File: src/rtl/core/b64_pkg.sv
// ----------------------------------------------------------------------------
// Base64 codec package
// Types, codes and alphabet functions shared by the codec modules.
// ----------------------------------------------------------------------------
package b64_pkg;

    localparam logic [7:0] PAD_CHAR = 8'h3D;

    localparam logic [1:0] ST_OK       = 2'd0;
    localparam logic [1:0] ST_BAD_CHAR = 2'd1;
    localparam logic [1:0] ST_BAD_PAD  = 2'd2;
    localparam logic [1:0] ST_BAD_BITS = 2'd3;

    localparam logic [1:0] PHASE_0 = 2'd0;
    localparam logic [1:0] PHASE_1 = 2'd1;
    localparam logic [1:0] PHASE_2 = 2'd2;
    localparam logic [1:0] PHASE_3 = 2'd3;

    typedef struct packed {
        logic [7:0] out_byte;
        logic       is_data;
        logic       last_result;
        logic [1:0] status;
    } item_t;

    // All results caused by one input beat; slot 0 goes out first.
    typedef struct packed {
        logic [1:0]      last_idx;
        item_t [3:0]     items;
    } bundle_t;

    function automatic logic [7:0] enc_char(input logic [5:0] v);
        logic [7:0] w;
        w = {2'b00, v};
        if (v < 6'd26)      return w + 8'd65;
        else if (v < 6'd52) return w + 8'd71;
        else if (v < 6'd62) return w + 8'd252;
        else if (v == 6'd62) return 8'h2B;
        else                return 8'h2F;
    endfunction

    // Bit 6 set means the character is not in the alphabet.
    function automatic logic [6:0] dec_sextet(input logic [7:0] ch);
        logic [7:0] d;
        d = 8'd0;
        if (ch >= 8'h41 && ch <= 8'h5A)
        begin
            d = ch - 8'h41;
            return {1'b0, d[5:0]};
        end
        else if (ch >= 8'h61 && ch <= 8'h7A)
        begin
            d = ch - 8'h47;
            return {1'b0, d[5:0]};
        end
        else if (ch >= 8'h30 && ch <= 8'h39)
        begin
            d = ch + 8'h04;
            return {1'b0, d[5:0]};
        end
        else if (ch == 8'h2B) return 7'd62;
        else if (ch == 8'h2F) return 7'd63;
        else                  return 7'h40;
    endfunction

endpackage

File: src/rtl/core/base64_codec.sv
// A result goes through the bundle queue and then the output register on its way out.
// Throughput: one input beat per cycle while each beat causes at most one result and the
// sink is ready; the output register sends one result a cycle, slot by slot, while ready.
// Encoding averages four results per three bytes, plus up to three more on the last byte.
// Reset: asynchronous and active low; it selects encode mode and clears all message state.
// ----------------------------------------------------------------------------
// Base64 codec top level
// Streaming base64 encoder and decoder with a mode register.
// ----------------------------------------------------------------------------
module base64_codec
(
    input  logic       clk,
    input  logic       rst_n,
    input  logic       s_tvalid,
    output logic       s_tready,
    input  logic [7:0] s_tdata,   // in_byte
    input  logic       s_tlast,
    output logic       m_tvalid,
    input  logic       m_tready,
    output logic [7:0] m_tdata,   // out_byte
    output logic [2:0] m_tuser,   // is_data, status[1:0]
    output logic       m_tlast,
    input  logic       cfg_valid,
    output logic       cfg_ready,
    input  logic       cfg_data
);

    logic             push;
    logic             queue_full;
    logic             pop;
    logic             head_valid;
    b64_pkg::bundle_t push_bundle;
    b64_pkg::bundle_t head_bundle;

    assign cfg_ready = 1'b1;

    b64_front u_front
    (
        .clk         (clk),
        .rst_n       (rst_n),
        .s_tvalid    (s_tvalid),
        .s_tready    (s_tready),
        .s_tdata     (s_tdata),
        .s_tlast     (s_tlast),
        .cfg_valid   (cfg_valid),
        .cfg_data    (cfg_data),
        .push        (push),
        .push_bundle (push_bundle),
        .queue_full  (queue_full)
    );

    b64_queue u_queue
    (
        .clk         (clk),
        .rst_n       (rst_n),
        .push        (push),
        .push_bundle (push_bundle),
        .full        (queue_full),
        .pop         (pop),
        .head_valid  (head_valid),
        .head_bundle (head_bundle)
    );

    b64_back u_back
    (
        .clk         (clk),
        .rst_n       (rst_n),
        .head_valid  (head_valid),
        .head_bundle (head_bundle),
        .pop         (pop),
        .m_tvalid    (m_tvalid),
        .m_tready    (m_tready),
        .m_tdata     (m_tdata),
        .m_tuser     (m_tuser),
        .m_tlast     (m_tlast)
    );

endmodule

File: src/rtl/core/b64_front.sv
// ----------------------------------------------------------------------------
// Base64 codec front end
// Accepts input beats, runs the encode or decode state and turns each beat
// that causes results into a bundle of up to four results for the back end.
// ----------------------------------------------------------------------------
module b64_front
(
    input  logic            clk,
    input  logic            rst_n,
    input  logic            s_tvalid,
    output logic            s_tready,
    input  logic [7:0]      s_tdata,   // in_byte
    input  logic            s_tlast,
    input  logic            cfg_valid,
    input  logic            cfg_data,
    output logic            push,
    output b64_pkg::bundle_t push_bundle,
    input  logic            queue_full
);

    logic       mode_reg,    mode_next;
    logic [1:0] phase_reg,   phase_next;
    logic [7:0] carry_reg,   carry_next;
    logic [3:0] low_reg,     low_next;
    logic       stopped_reg, stopped_next;
    logic [1:0] pads_reg,    pads_next;
    logic       extra_reg,   extra_next;
    logic [1:0] err_reg,     err_next;
    logic [2:0] n;
    logic [2:0] n_m1;
    logic [6:0] sext;
    logic [1:0] st;
    logic       accept;

    assign s_tready = !queue_full;
    assign accept   = s_tvalid && s_tready;
    assign sext     = b64_pkg::dec_sextet(s_tdata);

    always_comb
    begin
        mode_next    = mode_reg;
        phase_next   = phase_reg;
        carry_next   = carry_reg;
        low_next     = low_reg;
        stopped_next = stopped_reg;
        pads_next    = pads_reg;
        extra_next   = extra_reg;
        err_next     = err_reg;
        push_bundle  = '0;
        n            = 3'd0;
        n_m1         = 3'd0;
        st           = b64_pkg::ST_OK;
        if (!mode_reg)
        begin
            unique case (phase_reg)
                b64_pkg::PHASE_0:
                begin
                    push_bundle.items[0].out_byte = b64_pkg::enc_char(s_tdata[7:2]);
                    carry_next = {2'b00, s_tdata[1:0], 4'b0000};
                    phase_next = b64_pkg::PHASE_1;
                    n = 3'd1;
                end
                b64_pkg::PHASE_1:
                begin
                    push_bundle.items[0].out_byte =
                        b64_pkg::enc_char({carry_reg[5:4], s_tdata[7:4]});
                    carry_next = {2'b00, s_tdata[3:0], 2'b00};
                    phase_next = b64_pkg::PHASE_2;
                    n = 3'd1;
                end
                default:
                begin
                    push_bundle.items[0].out_byte =
                        b64_pkg::enc_char({carry_reg[5:2], s_tdata[7:6]});
                    push_bundle.items[1].out_byte = b64_pkg::enc_char(s_tdata[5:0]);
                    carry_next = 8'd0;
                    phase_next = b64_pkg::PHASE_0;
                    n = 3'd2;
                end
            endcase
            push_bundle.items[0].is_data = 1'b1;
            push_bundle.items[1].is_data = 1'b1;
            push_bundle.items[2].is_data = 1'b1;
            push_bundle.items[3].is_data = 1'b1;
            if (s_tlast)
            begin
                if (phase_next != b64_pkg::PHASE_0)
                begin
                    push_bundle.items[1].out_byte = b64_pkg::enc_char(carry_next[5:0]);
                    push_bundle.items[2].out_byte = b64_pkg::PAD_CHAR;
                    push_bundle.items[3].out_byte = b64_pkg::PAD_CHAR;
                    n = (phase_next == b64_pkg::PHASE_1) ? 3'd4 : 3'd3;
                end
                n_m1 = n - 3'd1;
                push_bundle.items[n_m1[1:0]].last_result = 1'b1;
            end
        end
        else
        begin
            if (err_reg != b64_pkg::ST_OK)
            begin
                n = 3'd0;
            end
            else if (stopped_reg)
            begin
                if (s_tdata == b64_pkg::PAD_CHAR)
                begin
                    if (pads_reg != 2'd3) pads_next = pads_reg + 2'd1;
                end
                else
                begin
                    extra_next = 1'b1;
                end
            end
            else if (s_tdata == b64_pkg::PAD_CHAR)
            begin
                stopped_next = 1'b1;
                pads_next    = 2'd1;
            end
            else if (sext[6])
            begin
                err_next = b64_pkg::ST_BAD_CHAR;
            end
            else
            begin
                unique case (phase_reg)
                    b64_pkg::PHASE_0:
                    begin
                        carry_next = {sext[5:0], 2'b00};
                        phase_next = b64_pkg::PHASE_1;
                    end
                    b64_pkg::PHASE_1:
                    begin
                        push_bundle.items[0].out_byte = carry_reg | {6'd0, sext[5:4]};
                        carry_next = {sext[3:0], 4'b0000};
                        phase_next = b64_pkg::PHASE_2;
                        n = 3'd1;
                    end
                    b64_pkg::PHASE_2:
                    begin
                        push_bundle.items[0].out_byte = carry_reg | {4'd0, sext[5:2]};
                        carry_next = {sext[1:0], 6'd0};
                        phase_next = b64_pkg::PHASE_3;
                        n = 3'd1;
                    end
                    default:
                    begin
                        push_bundle.items[0].out_byte = carry_reg | {2'd0, sext[5:0]};
                        phase_next = b64_pkg::PHASE_0;
                        n = 3'd1;
                    end
                endcase
                push_bundle.items[0].is_data = 1'b1;
                low_next = sext[3:0];
            end
            if (s_tlast)
            begin
                st = err_next;
                if (st == b64_pkg::ST_OK)
                begin
                    unique case (phase_next)
                        b64_pkg::PHASE_1: st = b64_pkg::ST_BAD_BITS;
                        b64_pkg::PHASE_2:
                        begin
                            if (low_next != 4'd0) st = b64_pkg::ST_BAD_BITS;
                            else if (!(stopped_next && pads_next == 2'd2 && !extra_next))
                                st = b64_pkg::ST_BAD_PAD;
                        end
                        b64_pkg::PHASE_3:
                        begin
                            if (low_next[1:0] != 2'd0) st = b64_pkg::ST_BAD_BITS;
                            else if (!(stopped_next && pads_next == 2'd1 && !extra_next))
                                st = b64_pkg::ST_BAD_PAD;
                        end
                        default: st = b64_pkg::ST_OK;
                    endcase
                end
                push_bundle.items[n[1:0]].out_byte    = 8'd0;
                push_bundle.items[n[1:0]].is_data     = 1'b0;
                push_bundle.items[n[1:0]].last_result = 1'b1;
                push_bundle.items[n[1:0]].status      = st;
                n = n + 3'd1;
            end
        end
        n_m1 = n - 3'd1;
        push_bundle.last_idx = n_m1[1:0];
        if (s_tlast)
        begin
            phase_next   = b64_pkg::PHASE_0;
            carry_next   = 8'd0;
            low_next     = 4'd0;
            stopped_next = 1'b0;
            pads_next    = 2'd0;
            extra_next   = 1'b0;
            err_next     = b64_pkg::ST_OK;
        end
    end

    assign push = accept && (n != 3'd0);

    always_ff @(posedge clk or negedge rst_n)
    begin
        if (!rst_n)
        begin
            mode_reg    <= 1'b0;
            phase_reg   <= b64_pkg::PHASE_0;
            carry_reg   <= 8'd0;
            low_reg     <= 4'd0;
            stopped_reg <= 1'b0;
            pads_reg    <= 2'd0;
            extra_reg   <= 1'b0;
            err_reg     <= b64_pkg::ST_OK;
        end
        else if (cfg_valid)
        begin
            mode_reg    <= cfg_data;
            phase_reg   <= b64_pkg::PHASE_0;
            carry_reg   <= 8'd0;
            low_reg     <= 4'd0;
            stopped_reg <= 1'b0;
            pads_reg    <= 2'd0;
            extra_reg   <= 1'b0;
            err_reg     <= b64_pkg::ST_OK;
        end
        else if (accept)
        begin
            mode_reg    <= mode_next;
            phase_reg   <= phase_next;
            carry_reg   <= carry_next;
            low_reg     <= low_next;
            stopped_reg <= stopped_next;
            pads_reg    <= pads_next;
            extra_reg   <= extra_next;
            err_reg     <= err_next;
        end
    end

endmodule

File: src/rtl/core/b64_queue.sv
// ----------------------------------------------------------------------------
// Base64 codec bundle queue
// Two-entry queue of result bundles between the front end and the back end.
// ----------------------------------------------------------------------------
module b64_queue
(
    input  logic             clk,
    input  logic             rst_n,
    input  logic             push,
    input  b64_pkg::bundle_t push_bundle,
    output logic             full,
    input  logic             pop,
    output logic             head_valid,
    output b64_pkg::bundle_t head_bundle
);

    b64_pkg::bundle_t entry_reg [2];
    logic       wr_ptr_reg, wr_ptr_next;
    logic       rd_ptr_reg, rd_ptr_next;
    logic [1:0] count_reg,  count_next;
    logic       do_push;
    logic       do_pop;

    assign full        = (count_reg == 2'd2);
    assign head_valid  = (count_reg != 2'd0);
    assign head_bundle = entry_reg[rd_ptr_reg];
    assign do_push     = push && !full;
    assign do_pop      = pop && head_valid;

    always_comb
    begin
        wr_ptr_next = do_push ? !wr_ptr_reg : wr_ptr_reg;
        rd_ptr_next = do_pop ? !rd_ptr_reg : rd_ptr_reg;
        count_next  = count_reg + {1'b0, do_push} - {1'b0, do_pop};
    end

    always_ff @(posedge clk or negedge rst_n)
    begin
        if (!rst_n)
        begin
            wr_ptr_reg <= 1'b0;
            rd_ptr_reg <= 1'b0;
            count_reg  <= 2'd0;
        end
        else
        begin
            wr_ptr_reg <= wr_ptr_next;
            rd_ptr_reg <= rd_ptr_next;
            count_reg  <= count_next;
        end
    end

    always_ff @(posedge clk)
    begin
        if (do_push)
        begin
            entry_reg[wr_ptr_reg] <= push_bundle;
        end
    end

endmodule

File: src/rtl/core/b64_back.sv
// ----------------------------------------------------------------------------
// Base64 codec back end
// Sends the results of the head bundle out one beat at a time through an
// output register.
// ----------------------------------------------------------------------------
module b64_back
(
    input  logic             clk,
    input  logic             rst_n,
    input  logic             head_valid,
    input  b64_pkg::bundle_t head_bundle,
    output logic             pop,
    output logic             m_tvalid,
    input  logic             m_tready,
    output logic [7:0]       m_tdata,   // out_byte
    output logic [2:0]       m_tuser,   // is_data, status[1:0]
    output logic             m_tlast
);

    b64_pkg::item_t out_reg;
    logic           valid_reg, valid_next;
    logic [1:0]     idx_reg,   idx_next;
    logic           load;

    assign load = head_valid && (!valid_reg || m_tready);
    assign pop  = load && (idx_reg == head_bundle.last_idx);

    always_comb
    begin
        valid_next = valid_reg;
        idx_next   = idx_reg;
        if (load)
        begin
            valid_next = 1'b1;
            idx_next   = pop ? 2'd0 : idx_reg + 2'd1;
        end
        else if (m_tready)
        begin
            valid_next = 1'b0;
        end
    end

    always_ff @(posedge clk or negedge rst_n)
    begin
        if (!rst_n)
        begin
            valid_reg <= 1'b0;
            idx_reg   <= 2'd0;
        end
        else
        begin
            valid_reg <= valid_next;
            idx_reg   <= idx_next;
        end
    end

    always_ff @(posedge clk)
    begin
        if (load)
        begin
            out_reg <= head_bundle.items[idx_reg];
        end
    end

    assign m_tvalid = valid_reg;
    assign m_tdata  = out_reg.out_byte;
    assign m_tuser  = {out_reg.status, out_reg.is_data};
    assign m_tlast  = out_reg.last_result;

endmodule

File: config.mk
export PLATFORM = sky130hd
export DESIGN_NAME = base64_codec
export DESIGN_NICKNAME = d
export VERILOG_FILES = /design/src/rtl/core/b64_pkg.sv /design/src/rtl/core/base64_codec.sv /design/src/rtl/core/b64_front.sv /design/src/rtl/core/b64_queue.sv /design/src/rtl/core/b64_back.sv
export SDC_FILE = /design/constraint.sdc
export NUM_CORES = 1
export LEC_CHECK = 0
export BUFFER_PORTS_ARGS = -buffer_cell sky130_fd_sc_hd__buf_2
export CAP_MARGIN = 5
export CORE_MARGIN = 2
export CORE_UTILIZATION = 50
export CTS_CLUSTER_DIAMETER = 200
export DETAILED_ROUTE_END_ITERATION = 16
export PLACE_DENSITY = 0.64
export SYNTH_ARGS = -nofsm -noshare
export SYNTH_HDL_FRONTEND = slang
export SYNTH_SLANG_ARGS = --single-unit
File: constraint.sdc
create_clock -name clk -period 5.62 [get_ports clk]
set_clock_uncertainty 0.1 [all_clocks]
set_input_delay 0.562 -clock clk [delete_from_list [all_inputs] [get_ports clk]]
set_output_delay 0.562 -clock clk [all_outputs]
set_load 0.02 [all_outputs]
==> results.ini <==
[layout]
post-route-util = 0.5496
largest_reg_flops = 58
finalInstanceArea_sq_um = 7336
area_delta_synth_final_pct = 6.736
diodes = 0
nets = 770
drive_gt1_frac = 0.1228

[route]
vias_per_cell = 6.503
final_antenna_net_count = 0
drtIter0Drc = 531
wl_per_cell_um = 21.39
num_vias = 5859
dr.pass1.iters = 5
wl_um = 19270
drc = 0

[global_route]
grt_pass1_wl_um = 30900
grt-ovfl-total = 0
antenna_found_initial = 0
grt_pass1_vias = 5804
grt_max_degree = 29
grt_use_total = 0.2738

[floorplanning]
boundaryPins = 30
die_y_um = 121.2
dieArea_sq_um = 14700
core_sq_um = 13350
initial_core_util = 0.5149
rows = 42
chipWidth_um = 121.2

[place]
dpl.hpwl_um = 14430
globalplace.congestion = 0.9335
port_buffers = 28
place_area_sq_um = 7028

[sta]
fin_crit_ps = 4799
final_hold_viol_count = 0
max_slew.worst_pin.slew_ps = 1010
period_share = 0.8539
maxSlewHeadroom = 0.3268
finalSetupViolCount = 0
tns_ps = 0
timing.hold.ws_ps = 101.0
max_freq_mhz = 208.4
grt_setup_unrepaired = false
slew_viol_final = 0

[worst_setup_path]
reg2reg_slack_ps = 1850
worst_path_most_repeated_cell = ha_1
critPathSlowestCell = and3_1
rr_startpoint = u_front.phase_reg[1]
reg2reg_depth = 9
start_kind = primary input
critPathKind = primary input to flop
crit_path_max_incr_delay_ps = 470
cp_cell_sequence = buf_2 > clkinv_1 > ha_1 > nor2b_1 > a311o_1 > and3_1 > o31ai_2 > buf_4 > nor2_1 > inv_1 > ha_1 > nand2_1 > o21ai_0 > ha_1 > a21oi_1 > nor2b_2 > buf_4
crit_arrival_ps = 4700
regToRegEndpoint = u_queue.entry_reg[0][22]
end_kind = flop
required_ps = 5520
crit_fanout = 28

[run_status]
status = finished clean

[synth]
yosysTopAreaCell = edfxtp_1
synth-async-reset-ratio = 0.2708
netlist_area_sq_um = 6873
synth_cell_types = 80
ys_seq_area_frac = 0.4005
synth_seq_cells = 96
synth_edf_count = 70
syn_inst = 721
synthTopCellsByArea = edfxtp_1 (31%), dfrtp_1 (9.5%), ha_1 (6.4%)
synth_fp_nets = 771
postSynthAreaPerCell_sq_um = 9.532
synth_top_area_frac = 0.3058
yosysWarnings = 0
synthFlopType = edfxtp_1

[clocking]
clk_latency_ps = 350
cts_root_buffer = clkbuf_16
cts_max_path_buffers = 2
cts_hold_buf = 0
cts_buffers = 9
post_cts.repair.setup_buffers = 0
postCtsResizedCells = 0
cts_sinks = 96
path_clk_slew_ps = 70
cts_tree = yes
htreeDepth = 3

[worst_hold_path]
hold_path.class = primary input to async pin

[pwr]
totalPowerFinal_mw = 2.546
p_per_area_nw_per_um2 = 347.1
p_leak_nw = 2.759
ir_drop_v = 0.0001920

[flow_run]
drv_cap = 0

[final cells by class]
| class | count | area [sq um] |
|---|---|---|
| Tap cell | 176 | 220.2 |
| Timing Repair Buffer | 38 | 215.2 |
| Fill cell | 1190 | 6012 |
| Inverter | 39 | 146.4 |
| Sequential cell | 96 | 2753 |
| Clock inverter | 5 | 43.79 |
| Clock buffer | 11 | 264.0 |
| Multi-Input combinational cell | 536 | 3694 |
[per-stage QoR]
step	std cells	worst slack (ps)
floorplan	721	207.2
global placement	885	700.9
detailed placement	885	531.4
CTS	901	877.5
global route	901	495.7
finish	901	821.3
[placed cells by master (no fill, tap or decap), types with 7 or more instances in the layout]
| cell type | instances |
|---|---|
| dfrtp_1 | 26 |
| buf_4 | 10 |
| ha_1 | 35 |
| nand2_1 | 75 |
| a21o_1 | 10 |
| o21ai_0 | 50 |
| a22o_1 | 7 |
| xnor2_1 | 16 |
| mux4_2 | 13 |
| o31ai_1 | 9 |
| nand3_1 | 28 |
| buf_2 | 28 |
| clkbuf_16 | 10 |
| a31oi_1 | 11 |
| nor2b_1 | 12 |
| o22ai_1 | 9 |
| and2_1 | 7 |
| a211oi_1 | 11 |
| inv_1 | 36 |
| a21oi_1 | 49 |
| nor3_1 | 22 |
| edfxtp_1 | 70 |
| nor2_1 | 50 |
[kinds of logic after synthesis]
family | count (synthesis) | synth area share
simple gates | 229 | 0.1580
xor+xnor | 21 | 0.02676
compound gates | 228 | 0.2317
mux | 22 | 0.05625
buf+inv | 89 | 0.06244
other cells | 1 | 0.0005456
flops | 96 | 0.4005
fa+ha+maj | 35 | 0.06372
[cells in the mapped netlist (10+ instances only)]
cell type	number
buf_6	11
o21ai_0	50
nor3_1	22
nand3_1	28
a21o_1	10
a211oi_1	11
inv_1	36
ha_1	35
nand2_1	75
mux4_2	13
xnor2_1	16
clkbuf_1	31
dfrtp_1	26
nor2_1	50
edfxtp_1	70
nor2b_1	13
a31oi_1	11
a21oi_1	49
[metal layers]
metal  GRT usage  vias up  part of all wire  wire (um)
met1      0.3458     2834              0.43       8213
met5           0        -                 0          0
li1            -     2708                 -          -
met3     0.03712       68             0.048        917
met4      0.1466        0             0.049        942
met2      0.4561      249              0.48       9200
[where the power goes]
part	internal [mW]	switching [mW]
logic	0.333	0.491
clock network	0.346	0.274
registers	0.972	0.130
[how the worst max path moves through the flow]
stage / startpoint / endpoint / slack [ps]
after floorplan: s_tdata[2] / u_queue.entry_reg[0][0] / 210
after global placement: s_tdata[3] / u_queue.entry_reg[0][23] / 700
after detailed placement: s_tdata[3] / u_queue.entry_reg[0][11] / 530
after CTS: s_tdata[3] / u_queue.entry_reg[0][10] / 880
after global routing: s_tdata[3] / u_queue.entry_reg[0][20] / 500
final: s_tdata[3] / u_queue.entry_reg[0][22] / 820
[critical path: cells and delay by family]
kind,cells,cell delay [ps]
AOI/OAI and AO/OA,4,810
adders and majority gates,3,940
and+or+nand+nor,5,1100
buffers and inverters,5,1270
Note: power is estimated with default switching activity, not from simulation.
